### src/rtl/core/thbs_pkg.sv
// types, constants and status codes shared by the toggle handshake bit sender
`timescale 1ns / 1ps
`default_nettype none

package thbs_pkg;

   localparam int MAX_WORD_BITS   = 64;
   localparam int WAIT_COUNT_BITS = 16;

   localparam int WORD_BITS       = 64;
   localparam int SHIFT_SEL_BITS  = $clog2(WORD_BITS);
   localparam int WORD_WIDTH_BITS = 7;
   localparam int WAIT_LIMIT_BITS = 16;
   localparam int BIT_INDEX_BITS  = 7;
   localparam int STATUS_BITS     = 3;
   localparam int CMP_BITS        = (WAIT_COUNT_BITS > WAIT_LIMIT_BITS) ?
                                    WAIT_COUNT_BITS : WAIT_LIMIT_BITS;

   localparam int CSR_INDEX_BITS  = 1;
   localparam int CSR_DATA_BITS   = 16;

   localparam logic [CSR_INDEX_BITS-1:0] CSR_WORD_WIDTH = 1'b0;
   localparam logic [CSR_INDEX_BITS-1:0] CSR_WAIT_LIMIT = 1'b1;

   localparam logic KIND_START = 1'b0;
   localparam logic KIND_TICK  = 1'b1;

   localparam logic [STATUS_BITS-1:0] ST_IDLE     = 3'd0;
   localparam logic [STATUS_BITS-1:0] ST_SENT     = 3'd1;
   localparam logic [STATUS_BITS-1:0] ST_WAIT     = 3'd2;
   localparam logic [STATUS_BITS-1:0] ST_DONE     = 3'd3;
   localparam logic [STATUS_BITS-1:0] ST_TIMEOUT  = 3'd4;
   localparam logic [STATUS_BITS-1:0] ST_TERM_ERR = 3'd5;
   localparam logic [STATUS_BITS-1:0] ST_REJECT   = 3'd6;

   localparam logic [WORD_WIDTH_BITS-1:0] RESET_WORD_WIDTH = 7'd8;
   localparam logic [WAIT_LIMIT_BITS-1:0] RESET_WAIT_LIMIT = '0;

   typedef struct packed {
      logic                   kind;
      logic [WORD_BITS-1:0]   word;
      logic                   rx_sample;
   } req_payload_type;

   typedef struct packed {
      logic                      data_pin;
      logic                      tx_pin;
      logic [STATUS_BITS-1:0]    status;
      logic [BIT_INDEX_BITS-1:0] bits_sent;
   } rsp_payload_type;

   typedef struct packed {
      logic [WORD_WIDTH_BITS-1:0] word_width;
      logic [WAIT_LIMIT_BITS-1:0] wait_limit;
   } cfg_type;

   typedef struct packed {
      logic                       busy;
      logic [WORD_BITS-1:0]       shift_word;
      logic [BIT_INDEX_BITS-1:0]  bit_index;
      logic                       data_level;
      logic                       tx_level;
      logic                       rx_last;
      logic [WAIT_COUNT_BITS-1:0] wait_count;
   } state_type;

endpackage

`default_nettype wire

### src/rtl/core/thbs_if.sv
// request and response channel interfaces of the toggle handshake bit sender
`timescale 1ns / 1ps
`default_nettype none

interface thbs_req_if
   import thbs_pkg::*;
();
   logic                 valid;
   logic                 ready;
   logic                 kind;
   logic [WORD_BITS-1:0] word;
   logic                 rx_sample;

   modport source (output valid, output kind, output word, output rx_sample, input ready);
   modport sink   (input valid, input kind, input word, input rx_sample, output ready);
endinterface

interface thbs_rsp_if
   import thbs_pkg::*;
();
   logic                      valid;
   logic                      ready;
   logic                      data_pin;
   logic                      tx_pin;
   logic [STATUS_BITS-1:0]    status;
   logic [BIT_INDEX_BITS-1:0] bits_sent;

   modport source (output valid, output data_pin, output tx_pin, output status,
                   output bits_sent, input ready);
   modport sink   (input valid, input data_pin, input tx_pin, input status,
                   input bits_sent, output ready);
endinterface

`default_nettype wire

### src/rtl/core/thbs_step.sv
// next-state and result logic for one request transfer
`timescale 1ns / 1ps
`default_nettype none

module thbs_step
   import thbs_pkg::*;
(
   input  wire state_type       state,
   input  wire cfg_type         cfg,
   input  wire req_payload_type req,
   output state_type            state_next,
   output rsp_payload_type      rsp
);

   localparam logic [WAIT_COUNT_BITS-1:0] COUNT_MASK = '1;

   function automatic state_type drive_bit(input state_type s);
      state_type r;
      r            = s;
      r.data_level = s.shift_word[s.bit_index[SHIFT_SEL_BITS-1:0]];
      r.bit_index  = s.bit_index + 1'b1;
      r.tx_level   = ~s.tx_level;
      r.wait_count = '0;
      return r;
   endfunction

   logic [WORD_WIDTH_BITS-1:0] eff_width;
   logic [CMP_BITS-1:0]        mask_ext;
   logic [CMP_BITS-1:0]        lim_ext;
   logic [CMP_BITS-1:0]        count_next;
   logic [STATUS_BITS-1:0]     status;
   state_type                  nxt;
   state_type                  loaded;

   always_comb begin
      if (cfg.word_width == '0) begin
         eff_width = WORD_WIDTH_BITS'(1);
      end else if (cfg.word_width > WORD_WIDTH_BITS'(MAX_WORD_BITS)) begin
         eff_width = WORD_WIDTH_BITS'(MAX_WORD_BITS);
      end else begin
         eff_width = cfg.word_width;
      end

      mask_ext = CMP_BITS'(COUNT_MASK);
      lim_ext  = CMP_BITS'(cfg.wait_limit);
      if (lim_ext > mask_ext) begin
         lim_ext = mask_ext;
      end
      if (state.wait_count == COUNT_MASK) begin
         count_next = mask_ext;
      end else begin
         count_next = CMP_BITS'(state.wait_count) + 1'b1;
      end

      loaded            = state;
      loaded.shift_word = req.word;
      loaded.bit_index  = '0;
      loaded.busy       = 1'b1;

      nxt    = state;
      status = ST_IDLE;
      if (req.kind == KIND_START) begin
         if (state.busy) begin
            status = ST_REJECT;
         end else begin
            nxt    = drive_bit(loaded);
            status = ST_SENT;
         end
      end else if (!state.busy) begin
         status = ST_IDLE;
      end else if (req.rx_sample != state.rx_last) begin
         nxt.rx_last    = req.rx_sample;
         nxt.wait_count = '0;
         if (state.bit_index >= eff_width) begin
            nxt.busy = 1'b0;
            status   = state.tx_level ? ST_TERM_ERR : ST_DONE;
         end else begin
            nxt         = drive_bit(state);
            nxt.rx_last = req.rx_sample;
            status      = ST_SENT;
         end
      end else if (cfg.wait_limit == '0) begin
         status = ST_WAIT;
      end else if (count_next >= lim_ext) begin
         nxt.wait_count = '0;
         status         = ST_TIMEOUT;
      end else begin
         nxt.wait_count = count_next[WAIT_COUNT_BITS-1:0];
         status         = ST_WAIT;
      end
   end

   assign state_next    = nxt;
   assign rsp.data_pin  = nxt.data_level;
   assign rsp.tx_pin    = nxt.tx_level;
   assign rsp.status    = status;
   assign rsp.bits_sent = nxt.bit_index;

endmodule

`default_nettype wire

### src/rtl/core/toggle_handshake_bit_sender.sv
// top level of the toggle handshake bit sender: state, config and response registers
// The sender takes one request transfer per clock unless a pending response is held:
// a start while idle loads a word and drives bit 0 (while busy it is rejected), a tick
// samples rx and advances on a toggle, and every request yields exactly one response,
// registered and valid in the next cycle. The throughput is one item per cycle, set by
// the single combinational step between the state register and the response register;
// a pending response blocks new requests until it is taken. Configuration writes (word
// width, wait limit) take effect on the next request.
`timescale 1ns / 1ps
`default_nettype none

module toggle_handshake_bit_sender
   import thbs_pkg::*;
(
   input  wire logic                      clock,
   input  wire logic                      reset,
   input  wire logic                      csr_write_en,
   input  wire logic [CSR_INDEX_BITS-1:0] csr_index,
   input  wire logic [CSR_DATA_BITS-1:0]  csr_data,
   thbs_req_if.sink                       req_if,
   thbs_rsp_if.source                     rsp_if
);

   state_type       state_ff;
   state_type       state_in;
   cfg_type         cfg_ff;
   cfg_type         cfg_in;
   logic            rsp_valid_ff;
   logic            rsp_valid_in;
   rsp_payload_type rsp_data_ff;
   rsp_payload_type rsp_data_in;
   rsp_payload_type step_rsp;
   state_type       step_state;
   req_payload_type req_data;
   logic            req_ready;
   logic            req_accept;

   assign req_data.kind      = req_if.kind;
   assign req_data.word      = req_if.word;
   assign req_data.rx_sample = req_if.rx_sample;

   assign req_ready    = !rsp_valid_ff || rsp_if.ready;
   assign req_accept   = req_if.valid && req_ready;
   assign req_if.ready = req_ready;

   thbs_step u_step (
      .state      (state_ff),
      .cfg        (cfg_ff),
      .req        (req_data),
      .state_next (step_state),
      .rsp        (step_rsp)
   );

   always_comb begin
      cfg_in = cfg_ff;
      if (csr_write_en) begin
         unique case (csr_index)
            CSR_WORD_WIDTH: cfg_in.word_width = csr_data[WORD_WIDTH_BITS-1:0];
            CSR_WAIT_LIMIT: cfg_in.wait_limit = csr_data[WAIT_LIMIT_BITS-1:0];
            default:        cfg_in = cfg_ff;
         endcase
      end

      state_in     = state_ff;
      rsp_data_in  = rsp_data_ff;
      rsp_valid_in = rsp_valid_ff;
      if (req_accept) begin
         state_in     = step_state;
         rsp_data_in  = step_rsp;
         rsp_valid_in = 1'b1;
      end else if (rsp_if.ready) begin
         rsp_valid_in = 1'b0;
      end
   end

   always_ff @(posedge clock) begin
      if (reset) begin
         state_ff          <= '0;
         cfg_ff.word_width <= RESET_WORD_WIDTH;
         cfg_ff.wait_limit <= RESET_WAIT_LIMIT;
         rsp_valid_ff      <= 1'b0;
      end else begin
         state_ff     <= state_in;
         cfg_ff       <= cfg_in;
         rsp_valid_ff <= rsp_valid_in;
      end
      rsp_data_ff <= rsp_data_in;
   end

   assign rsp_if.valid     = rsp_valid_ff;
   assign rsp_if.data_pin  = rsp_data_ff.data_pin;
   assign rsp_if.tx_pin    = rsp_data_ff.tx_pin;
   assign rsp_if.status    = rsp_data_ff.status;
   assign rsp_if.bits_sent = rsp_data_ff.bits_sent;

   // a transfer always leaves a response pending
   assert property (@(posedge clock) disable iff (reset)
      req_accept |=> rsp_valid_ff)
      else $error("accepted request produced no response");

   // a start while idle sends exactly the first bit
   assert property (@(posedge clock) disable iff (reset)
      req_accept && !state_ff.busy && req_if.kind == KIND_START |=>
         rsp_data_ff.status == ST_SENT && rsp_data_ff.bits_sent == BIT_INDEX_BITS'(1))
      else $error("start from idle did not send bit 0");

   // idle sender keeps its wait counter cleared
   assert property (@(posedge clock) disable iff (reset)
      !state_ff.busy |-> state_ff.wait_count == '0)
      else $error("wait counter running while idle");

   // bit index never runs past the widest word
   assert property (@(posedge clock) disable iff (reset)
      state_ff.bit_index <= BIT_INDEX_BITS'(MAX_WORD_BITS))
      else $error("bit index beyond word width");

endmodule

`default_nettype wire
### src/flat_wrapper.sv
// flat-port wrapper written by rule: the top's interface ports become plain ports
module toggle_handshake_bit_sender_flat import thbs_pkg::*;
  (clock, reset, csr_write_en, csr_index, csr_data, req_if_valid, req_if_kind, req_if_word, req_if_rx_sample, req_if_ready, rsp_if_valid, rsp_if_data_pin, rsp_if_tx_pin, rsp_if_status, rsp_if_bits_sent, rsp_if_ready);
  thbs_req_if req_if_i ();
  thbs_rsp_if rsp_if_i ();
  input  wire logic clock;
  input  wire logic reset;
  input  wire logic csr_write_en;
  input  wire logic [CSR_INDEX_BITS-1:0] csr_index;
  input  wire logic [CSR_DATA_BITS-1:0] csr_data;
  input wire logic [$bits(req_if_i.valid)-1:0] req_if_valid;
  input wire logic [$bits(req_if_i.kind)-1:0] req_if_kind;
  input wire logic [$bits(req_if_i.word)-1:0] req_if_word;
  input wire logic [$bits(req_if_i.rx_sample)-1:0] req_if_rx_sample;
  output wire logic [$bits(req_if_i.ready)-1:0] req_if_ready;
  output wire logic [$bits(rsp_if_i.valid)-1:0] rsp_if_valid;
  output wire logic [$bits(rsp_if_i.data_pin)-1:0] rsp_if_data_pin;
  output wire logic [$bits(rsp_if_i.tx_pin)-1:0] rsp_if_tx_pin;
  output wire logic [$bits(rsp_if_i.status)-1:0] rsp_if_status;
  output wire logic [$bits(rsp_if_i.bits_sent)-1:0] rsp_if_bits_sent;
  input wire logic [$bits(rsp_if_i.ready)-1:0] rsp_if_ready;
  assign req_if_i.valid = req_if_valid;
  assign req_if_i.kind = req_if_kind;
  assign req_if_i.word = req_if_word;
  assign req_if_i.rx_sample = req_if_rx_sample;
  assign req_if_ready = req_if_i.ready;
  assign rsp_if_valid = rsp_if_i.valid;
  assign rsp_if_data_pin = rsp_if_i.data_pin;
  assign rsp_if_tx_pin = rsp_if_i.tx_pin;
  assign rsp_if_status = rsp_if_i.status;
  assign rsp_if_bits_sent = rsp_if_i.bits_sent;
  assign rsp_if_i.ready = rsp_if_ready;
  toggle_handshake_bit_sender u_core (.clock(clock), .reset(reset), .csr_write_en(csr_write_en), .csr_index(csr_index), .csr_data(csr_data), .req_if(req_if_i), .rsp_if(rsp_if_i));
endmodule
### config.mk
export PLATFORM = sky130hd
export DESIGN_NAME = toggle_handshake_bit_sender_flat
export DESIGN_NICKNAME = d
export VERILOG_FILES = /design/src/rtl/core/thbs_pkg.sv /design/src/rtl/core/thbs_if.sv /design/src/rtl/core/thbs_step.sv /design/src/rtl/core/toggle_handshake_bit_sender.sv /design/src/flat_wrapper.sv
export SDC_FILE = /design/constraint.sdc
export NUM_CORES = 1
export LEC_CHECK = 0
export ABC_AREA = 1
export BUFFER_PORTS_ARGS = -buffer_cell sky130_fd_sc_hd__buf_4
export CORE_MARGIN = 4
export CORE_UTILIZATION = 42
export CTS_CLUSTER_DIAMETER = 200
export DETAILED_ROUTE_END_ITERATION = 12
export PLACE_DENSITY = 0.67
export SLEW_MARGIN = 20
export SYNTH_ARGS = -nofsm -noshare
export SYNTH_HDL_FRONTEND = slang
export SYNTH_HIERARCHICAL = 1
export SYNTH_SLANG_ARGS = --single-unit
### constraint.sdc
create_clock -name clock -period 3.6 [get_ports clock]
set_input_delay 0.72 -clock clock [delete_from_list [all_inputs] [get_ports clock]]
set_output_delay 0.72 -clock clock [all_outputs]
set_load 0.005 [all_outputs]
## Word-level counts from Yosys, hierarchy flattened

Cells that the tools add are included.

- Flip-flop bits (word level): 127
- Logic and storage cells: 66

- $lt $le $gt $ge: 5
- Mux-type cells: 25
- Bitwise logic cells: 4
- Reduce and logical (&&, ||, !) cells: 11
- Eq/ne operators: 5
- Add/sub/neg operators: 2

Operators with widths:

| cell | count |
|---|---|
| 91-bit 2-to-1 mux | 2 |
| 90-bit 2-to-1 mux | 1 |
| 16-bit 2-to-1 mux | 5 |
| 75-bit 2-to-1 mux | 1 |
| 26-bit 2-to-1 mux | 1 |
| 3-bit 2-to-1 mux | 8 |
| 16-bit by 1-bit adder with 16-bit output, second input constant | 1 |
| 16-bit == test, second input constant | 1 |
| 16-bit greater-or-equal comparator | 1 |
| 16-bit greater-than comparator, second input constant | 1 |
| 16-bit logical NOT | 1 |
| 7-bit 2-to-1 mux | 2 |
| 4-bit AND reduction | 2 |
| 7-bit by 1-bit adder with 7-bit output, second input constant | 1 |
| 7-bit greater-or-equal comparator | 1 |
| 7-bit greater-than comparator, second input constant | 1 |
| 7-bit logical NOT | 1 |
| 6-bit by 7-bit less-than comparator with 1-bit output, second input constant | 1 |
| 1-bit binary-select mux with 6-bit select | 1 |
| 1-bit 2-to-1 mux | 4 |
| 1-bit inverter | 4 |
| 2-bit AND reduction | 2 |
| 3-bit != test, second input constant | 1 |
| 3-bit AND reduction | 1 |
| 7 further kinds | 7 |

## Longest topological paths before layout

Gate-level depths: netlist (run 1).

- Depth in word-level cells: 8
- Gate-level depth with buffers: 22
- Depth with buffers taken out: 21

## Cells and area by module

The synthesis (run 1) kept the hierarchy.

By module, submodules not included:

| module | times used | cells each | area an instance (um^2) |
|---|---|---|---|
| toggle_handshake_bit_sender | 1 | 716 | 5327.6 |
| thbs_step | 1 | 721 | 3402.0 |

## Worst setup path after synthesis (run 1)

No wires, ideal clock.

- Path kind: reg2reg
- Start: register u_core/state_ff[0] (netlist name)
- End: register u_core/state_ff[9] (netlist name)
- Path buffers: 2
- Cell stages (with the launch flop): 22
- Slack: 0.899 ns
- Period minus slack after synthesis: 2.701 ns
- Arrival time: 2.638 ns
- Setup time: 0.064 ns
- Cell sequence: dfxtp_1 ha_1 nand3_2 inv_2 nand4_4 buf_6 nand2_2 ha_1 a21oi_1 nor2_1 nor3_1 nand2_1 nand2_1 nand3_1 nand2_1 nand2_1 buf_4 o21ai_0 inv_1 nand3_1 nand2_1 nor2_1

RTL lines:

| item | RTL line | RTL |
|---|---|---|
| start, declared | toggle_handshake_bit_sender.sv:24 | `state_type state_ff;` |
| start signal, assigned | toggle_handshake_bit_sender.sv:83 | `state_ff <= state_in;` |

==> results of run 1 <==
metal layers:
layer	track usage	wire, µm	vias up
met2	0.320	10800	203
li1	-	-	4612
met1	0.260	10800	3850
met5	0	0	-
met3	0.0324	1000	25
met4	0.0535	290	0
sequential cells by signal (all words and copies together), names as in the netlist:
| name | flops |
|---|---|
| u_core/state_ff | 91 |
| u_core/rsp_if.valid | 1 |
| u_core/rsp_if.data_pin | 1 |
| u_core/rsp_if.tx_pin | 1 |
| u_core/rsp_if.status | 3 |
| u_core/cfg_ff | 23 |
| u_core/rsp_if.bits_sent | 7 |
path summary, 6_finish.rpt:
path / to / slack, ns
max: u_core/state_ff[9] / 0.42
min: u_core/rsp_if.valid / 0.46
max reg2reg: u_core/state_ff[9] / 0.42
min reg2reg: u_core/cfg_ff[13] / 0.48
critical path, cell delays in order (launching register included):
cell	delay, ns
dfxtp_1	0.42
ha_1	0.23
nand3_2	0.14
inv_2	0.16
nand4_4	0.28
nand3_1	0.23
ha_1	0.16
nand2_1	0.09
nor4_2	0.33
nand3_1	0.13
nand3_1	0.12
nand2_1	0.18
nand2_4	0.22
o21ai_0	0.09
inv_1	0.06
nand3_1	0.06
nand2_1	0.09
nor2_1	0.06
cell families after synthesis:
logic type,after synthesis,share of synthesized area
buffers and inverters,251,0.133
and+or+nand+nor,852,0.413
DFF,127,0.305
xor gates and xnor gates,2,0.00201
adders and majority gates,27,0.0387
muxes,1,0.00129
AOI/OAI and AO/OA,177,0.107
layout make-up:
| cell class | instances | area [µm²] | share of cell area |
|---|---|---|---|
| Multi-Input combinational cell | 1059 | 4930 | 0.495 |
| Sequential cell | 127 | 2660 | 0.267 |
| Timing Repair Buffer | 115 | 888 | 0.0890 |
| Inverter | 155 | 583 | 0.0584 |
| Clock buffer | 18 | 439 | 0.0440 |
| Tap cell | 270 | 338 | 0.0339 |
| Clock inverter | 14 | 131 | 0.0132 |
stage by stage:
| step | hold slack [ns] | worst slack, ns | utilization |
|---|---|---|---|
| after detailed placement | 0.474 | 0.275 | 0.462 |
| after global routing | 0.454 | 0.0427 | 0.490 |
| after global placement | 0.465 | 0.348 | 0.462 |
| after floorplan | 0.455 | 0.899 | - |
| after CTS | 0.443 | 0.241 | 0.490 |
| final | 0.462 | 0.425 | 0.490 |
synthesized netlist by cell type (all sizes together):
master  count  share of area
mux2        1         0.0013
nand2     464           0.20
nand4      10         0.0089
xor2        2         0.0020
nor3       13          0.013
nand3     186           0.11
inv       154          0.066
ha         27          0.039
or2         4         0.0029
buf        76          0.058
edfxtp     12          0.041
nor2      172          0.074
o21ai      56          0.032
dfxtp     115           0.26
o211ai      1        0.00086
clkinv      1        0.00043
and2        1        0.00072
clkbuf     20         0.0086
nor4        2         0.0022
o21a        1        0.00086
a21oi     118          0.072
a22oi       1        0.00086
where the power goes:
group	switching [mW]	total (mW)	internal, mW
logic	0.566	0.930	0.364
registers	0.0880	1.63	1.54
clock network	0.701	1.68	0.979
==> out/qor.yml, run 1 <==
worstSetupEndpointType: "register"
fin_nets: 1590
cts_buffer_depth: 2
post_cts_buffers: 0
max-slew-margin-rel: 0.450
grt_remaining_overflow: 0
fmax_mhz: 315
whs_path_depth: 2
fin_area_um2: 9980
row_count: 52
syn_to_final_growth_pct: 14.3
mostFrequentLayoutCells: "460 x nand2_1, 179 x nand3_1, 170 x nor2_1"
dp.cells: 1726
routed_wl_mm: 22.9
antenna_found_initial: 0
initial_utilization: 0.429
leakagePower_nw: 4.88
h-tree-depth: 4
grt_max_degree: 93
min_period_ns: 3.18
yosys_register_bits: 127
clkSinkCount: 127
vias_per_cell: 4.94
fillCellCount: 2112
reg2reg_depth: 17
cts_tree: "yes"
syn_nets: 1552
worstPathMaxFanout: 15
die_h_um: 152
ctsResizeCount: 0
r2r_start: "u_core/state_ff[0]"
core_area_um2: 20400
synthCells: 1437
gp_congestion: 0.911
drv_cap: 0
dp_hpwl_mm: 15.2
cts_root_buffer: "clkbuf_16"
status: "completed"
layout.cells.non_filler: 1758
postRouteAntennaNets: 0
required_ns: 3.91
postCtsHoldBufs: 0
finalCritPeriodShare: 0.882
totalPowerFinal_mw: 4.24
startpoint: "u_core/state_ff[0]"
hold_viol: 0
avgSynthCellArea_um2: 6.07
hold_path.startpoint: "reset"
clk-insertion-delay-late_ns: 0.43
grt_pass1_wl_mm: 37.9
drive_gt1_frac: 0.130
syn-cell-area_um2: 8730
ios: 102
cp-start-kind: "register"
io_buffers: 101
drc: 0
grt_usage: 0.193
first_pass_iters: 6
hold_class: "input pin to register"
tightestPinTransition_ns: 0.825
yosysSeqAreaShare: 0.305
powerDensity_nw_per_um2: 425
arrival_ns: 3.49
die_area_um2: 23200
critPathKind: "register to register"
yosysWarnings: 6
final_common_cell: "nand2_1"
numCtsBuffers: 17
n_antenna_cell: 0
ir_worst_vdd_uv: 305
rsz0062_at_grt: "no"
clk_pin_slew_ns: 0.06
grt_pass1_vias: 7766
drv_slew: 0
drt_iter0_markers: 637
wl_per_cell_um: 13.0
fp.dieW_um: 152
skew_ns: 0.0113
vias: 8690
synth_cell_types: 36
setup_violations: 0
placedInstanceArea_um2: 9400
tns_ns: 0
(Power assumes the default switching activity.)
==> inputs of run 2 (changes only) <==
--- a/config.mk
+++ b/config.mk
@@ -11,9 +11,9 @@
 export CORE_UTILIZATION = 42
 export CTS_CLUSTER_DIAMETER = 200
 export DETAILED_ROUTE_END_ITERATION = 12
-export PLACE_DENSITY = 0.67
+export GPL_ROUTABILITY_DRIVEN = 0
+export PLACE_DENSITY = 0.68
 export SLEW_MARGIN = 20
 export SYNTH_ARGS = -nofsm -noshare
 export SYNTH_HDL_FRONTEND = slang
-export SYNTH_HIERARCHICAL = 1
 export SYNTH_SLANG_ARGS = --single-unit
==> run 2 against run 1 <==
- maximum frequency rose by 2.0%
- clock power about the same
- largest cell class unchanged
- non-clock buffer count fell by 4
- setup slack improved by 0.061 ns
- combinational power down 45%
- critical endpoint is now u_core.state_ff[14]
- count of clock-buffer cells in the layout increased by 5
- sequential power decreased by 4%
- core utilization increased by 3.5 points
==> out/qor.yml, run 2 <==
leakagePower_nw: 3.53
required_ns: 3.95
vias_per_cell: 4.97
r2r_start: "u_core.state_ff[0]"
post_cts_buffers: 0
syn_nets: 1040
fmax_mhz: 321
numCtsBuffers: 17
ios: 102
wl_per_cell_um: 13.4
first_pass_iters: 4
cts_buffer_depth: 2
syn_to_final_growth_pct: 22.4
yosysTopAreaCell: "dfxtp_1"
hold_path.startpoint: "u_core.state_ff[37]"
synth-edff-count: 12
yosysWarnings: 0
worstPathMaxFanout: 16
drive_gt1_frac: 0.181
clk-insertion-delay-late_ns: 0.42
postRouteAntennaNets: 0
seq_area_um2: 2660
fp.dieW_um: 133
core_area_um2: 15300
tns_ns: 0
synthCells: 924
postCtsHoldBufs: 0
grt_max_degree: 71
hold_class: "register to register"
grt_remaining_overflow: 0
status: "completed"
die_h_um: 133
drv_slew: 0
regMostFlops: "u_core.state_ff"
dp_hpwl_mm: 11.6
setup_violations: 0
synthArstFlopShare: 0
arrival_ns: 3.47
avgSynthCellArea_um2: 7.09
initial_utilization: 0.429
cts_root_buffer: "clkbuf_16"
hold_viol: 0
min_period_ns: 3.11
drc: 0
totalPowerFinal_mw: 3.73
fillCellCount: 1508
ys.flop_type: "dfxtp_1"
mostFrequentLayoutCells: "172 x nand2_1, 115 x dfxtp_1, 111 x buf_4"
synth_cell_types: 36
worstSetupEndpointType: "register"
row_count: 45
largest_register_ffs: 91
io_buffers: 101
synth_area_leaders: "dfxtp_1 35%, nand2_1 9.9%, o21ai_0 7.7%, a21oi_1 7.5%, inv_1 6.4%"
clkSinkCount: 127
finalCritPeriodShare: 0.865
drv_cap: 0
synth_commonest_cells: "172 x nand2_1, 115 x dfxtp_1, 111 x inv_1"
grt_pass1_vias: 5713
ctsResizeCount: 0
routed_wl_mm: 16.5
rsz0062_at_grt: "no"
drt_iter0_markers: 414
multi_input_area_um2: 3240
critPathKind: "register to register"
syn-cell-area_um2: 6550
synth_most_common_cell: "nand2_1"
max-slew-margin-rel: 0.392
final_common_cell: "nand2_1"
skew_ns: 0.0106
n_antenna_cell: 0
cp-start-kind: "register"
fin_nets: 1125
grt_pass1_wl_mm: 27.4
netlist.area_leader.share: 0.351
grt_usage: 0.190
vias: 6123
tightestPinTransition_ns: 0.911
yosys_register_bits: 127
yosysSeqAreaShare: 0.406
h-tree-depth: 4
antenna_found_initial: 0
startpoint: "u_core.state_ff[0]"
die_area_um2: 17700
powerDensity_nw_per_um2: 465
holdWs_ns: 0.452
clk_pin_slew_ns: 0.05
cts_tree: "yes"
ir_worst_vdd_uv: 377
## run 2: cell types whose count changed after synthesis, moves of 6 or more
cell	before	now
nand2_1	461	172
nand3_1	179	65
nor2_1	171	93
o21ai_0	39	101
inv_1	144	111
buf_2	43	14
buf_4	20	0
o21ai_1	17	3
buf_6	12	2
a21oi_1	107	98
clkbuf_1	20	28
nor2_4	0	6
## run 2: worst paths after layout
check | to | slack [ns] | cells after the start
setup / recovery | u_core.state_ff[14] | 0.49 | 17
hold / removal | u_core.state_ff[37] | 0.45 | 2
setup reg to reg | u_core.state_ff[14] | 0.49 | 17
hold reg to reg | u_core.state_ff[37] | 0.45 | 2
## run 2: report_power, final
part	switching [mW]	leakage (nW)	total, mW	internal (mW)
Clock	0.628	0.262	1.65	1.03
Combinational	0.304	2.21	0.512	0.208
Sequential	0.0411	1.06	1.56	1.52
Total	0.973	3.53	3.73	2.75
## run 2: per-stage QoR
step / util / instances / area (µm²) / setup slack (ns)
after floorplan: - / 924 / 6550 / 0.914
after global placement: 0.488 / 1201 / 7450 / 0.635
after detailed placement: 0.488 / 1201 / 7450 / 0.535
after CTS: 0.525 / 1232 / 8020 / 0.519
after global routing: 0.525 / 1232 / 8020 / 0.239
final: 0.525 / 1232 / 8020 / 0.486
## run 2: cell families (layout without fill, tap and decap cells)
logic type,Yosys count,in the layout,share of synthesized area
AND/OR/NAND/NOR,379,379,0.256
AO/OA/AOI/OAI,222,222,0.180
buffers and inverters,164,261,0.0989
flip-flops,127,127,0.406
adder cells (fa/ha/maj),28,28,0.0535
XOR/XNOR,4,4,0.00535
## run 2: critical path, cell delays in order, from the launching register on
cell,delay [ns]
dfxtp_1,0.40
ha_1,0.22
nand3_2,0.10
nor2_2,0.12
nand2_2,0.08
nor2_4,0.11
nand2_2,0.09
nor2_4,0.14
inv_2,0.16
o211ai_2,0.13
ha_1,0.27
a21oi_1,0.13
o21ai_0,0.10
a21oi_1,0.19
nand3_1,0.18
nor2_4,0.39
nand2_1,0.12
a21oi_2,0.13
## run 2: cell type report
| class | instances | area share |
|---|---|---|
| multi-input cells | 633 | 0.404 |
| flip-flops and latches | 127 | 0.332 |
| repair buffers | 111 | 0.104 |
| clock buffers | 23 | 0.0612 |
| inverters | 119 | 0.0557 |
| well taps | 211 | 0.0329 |
| clock inverters | 8 | 0.00983 |
## run 2: metal layers
layer,GRT usage,vias up,part of all wire
met2,0.295,169,0.46
li1,-,3191,-
met5,0,-,0
met3,0.0468,23,0.055
met1,0.259,2740,0.47
met4,0.0606,0,0.016
==> inputs of run 3 (changes only) <==
--- a/config.mk
+++ b/config.mk
@@ -7,13 +7,15 @@
 export LEC_CHECK = 0
 export ABC_AREA = 1
 export BUFFER_PORTS_ARGS = -buffer_cell sky130_fd_sc_hd__buf_4
+export CORE_ASPECT_RATIO = 0.6
 export CORE_MARGIN = 4
 export CORE_UTILIZATION = 42
 export CTS_CLUSTER_DIAMETER = 200
 export DETAILED_ROUTE_END_ITERATION = 12
 export GPL_ROUTABILITY_DRIVEN = 0
-export PLACE_DENSITY = 0.68
+export PLACE_DENSITY = 0.67
 export SLEW_MARGIN = 20
 export SYNTH_ARGS = -nofsm -noshare
 export SYNTH_HDL_FRONTEND = slang
+export SYNTH_HIERARCHICAL = 1
 export SYNTH_SLANG_ARGS = --single-unit
==> constraint.sdc (replaced) <==
create_clock -name clock -period 3.6 [get_ports clock]
set_input_delay 0.36 -clock clock [delete_from_list [all_inputs] [get_ports clock]]
set_output_delay 0.36 -clock clock [all_outputs]
set_load 0.005 [all_outputs]
==> run 3 against run 2 <==
- register-to-register slack worse by 0.18 ns
- sequential power up 5%
- flip-flop and latch count unchanged
- sequential share of layout area down 6.8 points
- setup slack worse by 0.18 ns
- critical path depth up 4
- via count up 45%
- count of clock-buffer cells in the layout up 1
- largest cell class unchanged
==> out/qor.yml, run 3 (synthesis results as in run 1) <==
arrival_ns: 3.64
seqPwrFrac: 0.370
setup_violations: 0
row_count: 40
whs_path_depth: 2
dp_hpwl_mm: 16.4
io_buffers: 101
ios: 102
critPathKind: "register to register"
postRouteAntennaNets: 0
cp_cell_sequence: "ha_1 -> nand3_2 -> nor3_4 -> nand2_1 -> nor2_1 -> nand2_1 -> nand3_1 -> ha_1 -> nand2_1 -> inv_1 -> nor2_1 -> o21ai_0 -> a21oi_1 -> nand3_1 -> nand2_1 -> nand2_4 -> o21ai_1 -> inv_1 -> nand3_1 -> nand2_1 -> nor2_1"
drv_slew: 0
fmax_mhz: 304
clk_pin_slew_ns: 0.06
required_ns: 3.95
cts_root_buffer: "clkbuf_16"
clockPowerShare: 0.417
grt_pass1_wl_mm: 39.4
intPower_mw: 3.09
seq_area_um2: 2660
leakagePower_nw: 4.93
drv_cap: 0
tns_ns: 0
hold_path.startpoint: "reset"
cp-start-kind: "register"
reg2reg_slack_ns: 0.31
multi_input_area_um2: 4940
tightestPinTransition_ns: 0.914
die_area_um2: 23200
busiest_layer: "met1"
largest_register_ffs: 91
h-tree-depth: 4
r2r_start: "u_core/state_ff[1]"
cp_common_cell: "nand2_1"
reg2reg_depth: 21
die_h_um: 120
grt_remaining_overflow: 0
cts_buffer_depth: 2
initial_utilization: 0.432
rsz0062_at_grt: "no"
holdWs_ns: 0.112
syn_to_final_growth_pct: 15.7
powerDensity_nw_per_um2: 439
routed_wl_mm: 24.5
fillCellCount: 2092
startpoint: "u_core/state_ff[1]"
wl_per_cell_um: 13.9
regMostFlops: "u_core/state_ff"
first_pass_iters: 5
drt_iter0_markers: 970
grt_pass1_vias: 7680
fin_nets: 1597
power.share.combinational: 0.214
min_period_ns: 3.29
drc: 0
hold_viol: 0
clkSinkCount: 127
skew_ns: 0.0108
n_antenna_cell: 0
p_switching_mw: 1.34
grt_use_met3: 0.0398
core_area_um2: 20200
drive_gt1_frac: 0.132
cts_tree: "yes"
use_met2: 0.269
worstPathMaxFanout: 12
grt_usage: 0.203
fp.dieW_um: 194
hold_end: "u_core/rsp_if.valid"
numCtsBuffers: 17
use_met1: 0.334
vias_per_cell: 5.02
status: "completed"
vias: 8870
cpPeakStageDelay_ns: 0.44
ir_worst_vdd_uv: 367
mostFrequentLayoutCells: "460 x nand2_1, 178 x nand3_1, 170 x nor2_1"
antenna_found_initial: 0
worstSetupEndpointType: "register"
clk-insertion-delay-late_ns: 0.42
max-slew-margin-rel: 0.391
finalCritPeriodShare: 0.915
hold_class: "input pin to register"
swShare: 0.302
crit_slowest_cell: "dfxtp_1"
grt_max_degree: 185
reg2reg_to: "u_core/state_ff[4]"
final_common_cell: "nand2_1"
run 3: changes by cell type in the layout (fill, tap and decap cells not counted), moves of 6 or more:
cell     delta
o21ai_1    +14
nand2_1   +288
buf_4       +9
a21oi_1     +9
nand3_1   +113
nor2_1     +77
nand2_2     -6
inv_1      +34
o21ai_0    -62
run 3: worst max path at each step:
| stage | slack, ns | endpoint | cells after the start |
|---|---|---|---|
| 6_report | 0.31 | u_core/state_ff[4] | 21 |
| 5_1_grt | 0.02 | u_core/state_ff[0] | 21 |
| 4_1_cts | 0.15 | u_core/state_ff[9] | 17 |
| 3_5_place_dp | 0.18 | u_core/state_ff[9] | 17 |
| 3_3_place_gp | 0.27 | u_core/state_ff[9] | 21 |
| 2_1_floorplan | 0.90 | u_core/state_ff[9] | 21 |
run 3: metal layers:
metal | part of all wire | vias up
met2 | 0.38 | 313
met5 | 0 | -
met4 | 0.0064 | 0
li1 | - | 4635
met3 | 0.075 | 16
met1 | 0.54 | 3906
run 3: stage by stage:
| step | power, mW | instances | setup WS, ns | util | instance area (µm²) |
|---|---|---|---|---|---|
| 6_report | 4.43 | 1768 | 0.308 | 0.499 | 10100 |
| 3_5_place_dp | 2.59 | 1729 | 0.185 | 0.464 | 9380 |
| 5_1_grt | 4.67 | 1768 | 0.0197 | 0.499 | 10100 |
| 2_1_floorplan | 2.34 | 1437 | 0.899 | - | 8730 |
| 3_3_place_gp | 2.57 | 1729 | 0.273 | 0.464 | 9380 |
| 4_1_cts | 4.44 | 1761 | 0.150 | 0.495 | 10000 |
run 3: worst max-delay path: cells and delay by family (launching register included):
kind | cells | cell delay, ns
and+or+nand+nor | 14 | 1.81
AOI/OAI and AO/OA | 3 | 0.35
DFF | 1 | 0.44
adders and majority gates | 2 | 0.52
buffers and inverters | 2 | 0.08
run 3: timing repair:
item	CTS	global route
setup buffers	0	6
hold buffers	0	0
endpoints found under the setup margin	0	12
resized for setup	0	3
hold endpoints to repair	0	0
run 3: area by class of cell:
type | instances | area share
inverters | 155 | 0.0578
repair buffers | 122 | 0.0931
clock buffers | 24 | 0.0498
clock inverters | 8 | 0.0125
well taps | 273 | 0.0338
flip-flops and latches | 127 | 0.264
multi-input cells | 1059 | 0.489
run 3: power by group through the flow:
| stage | Combinational (mW) | Clock (mW) | Sequential, mW |
|---|---|---|---|
| floorplan | 0.699 | 0 | 1.64 |
| global placement | 0.913 | 0 | 1.66 |
| detailed placement | 0.930 | 0 | 1.66 |
| CTS | 0.936 | 1.87 | 1.63 |
| global route | 1.08 | 1.94 | 1.65 |
| finish | 0.947 | 1.84 | 1.64 |
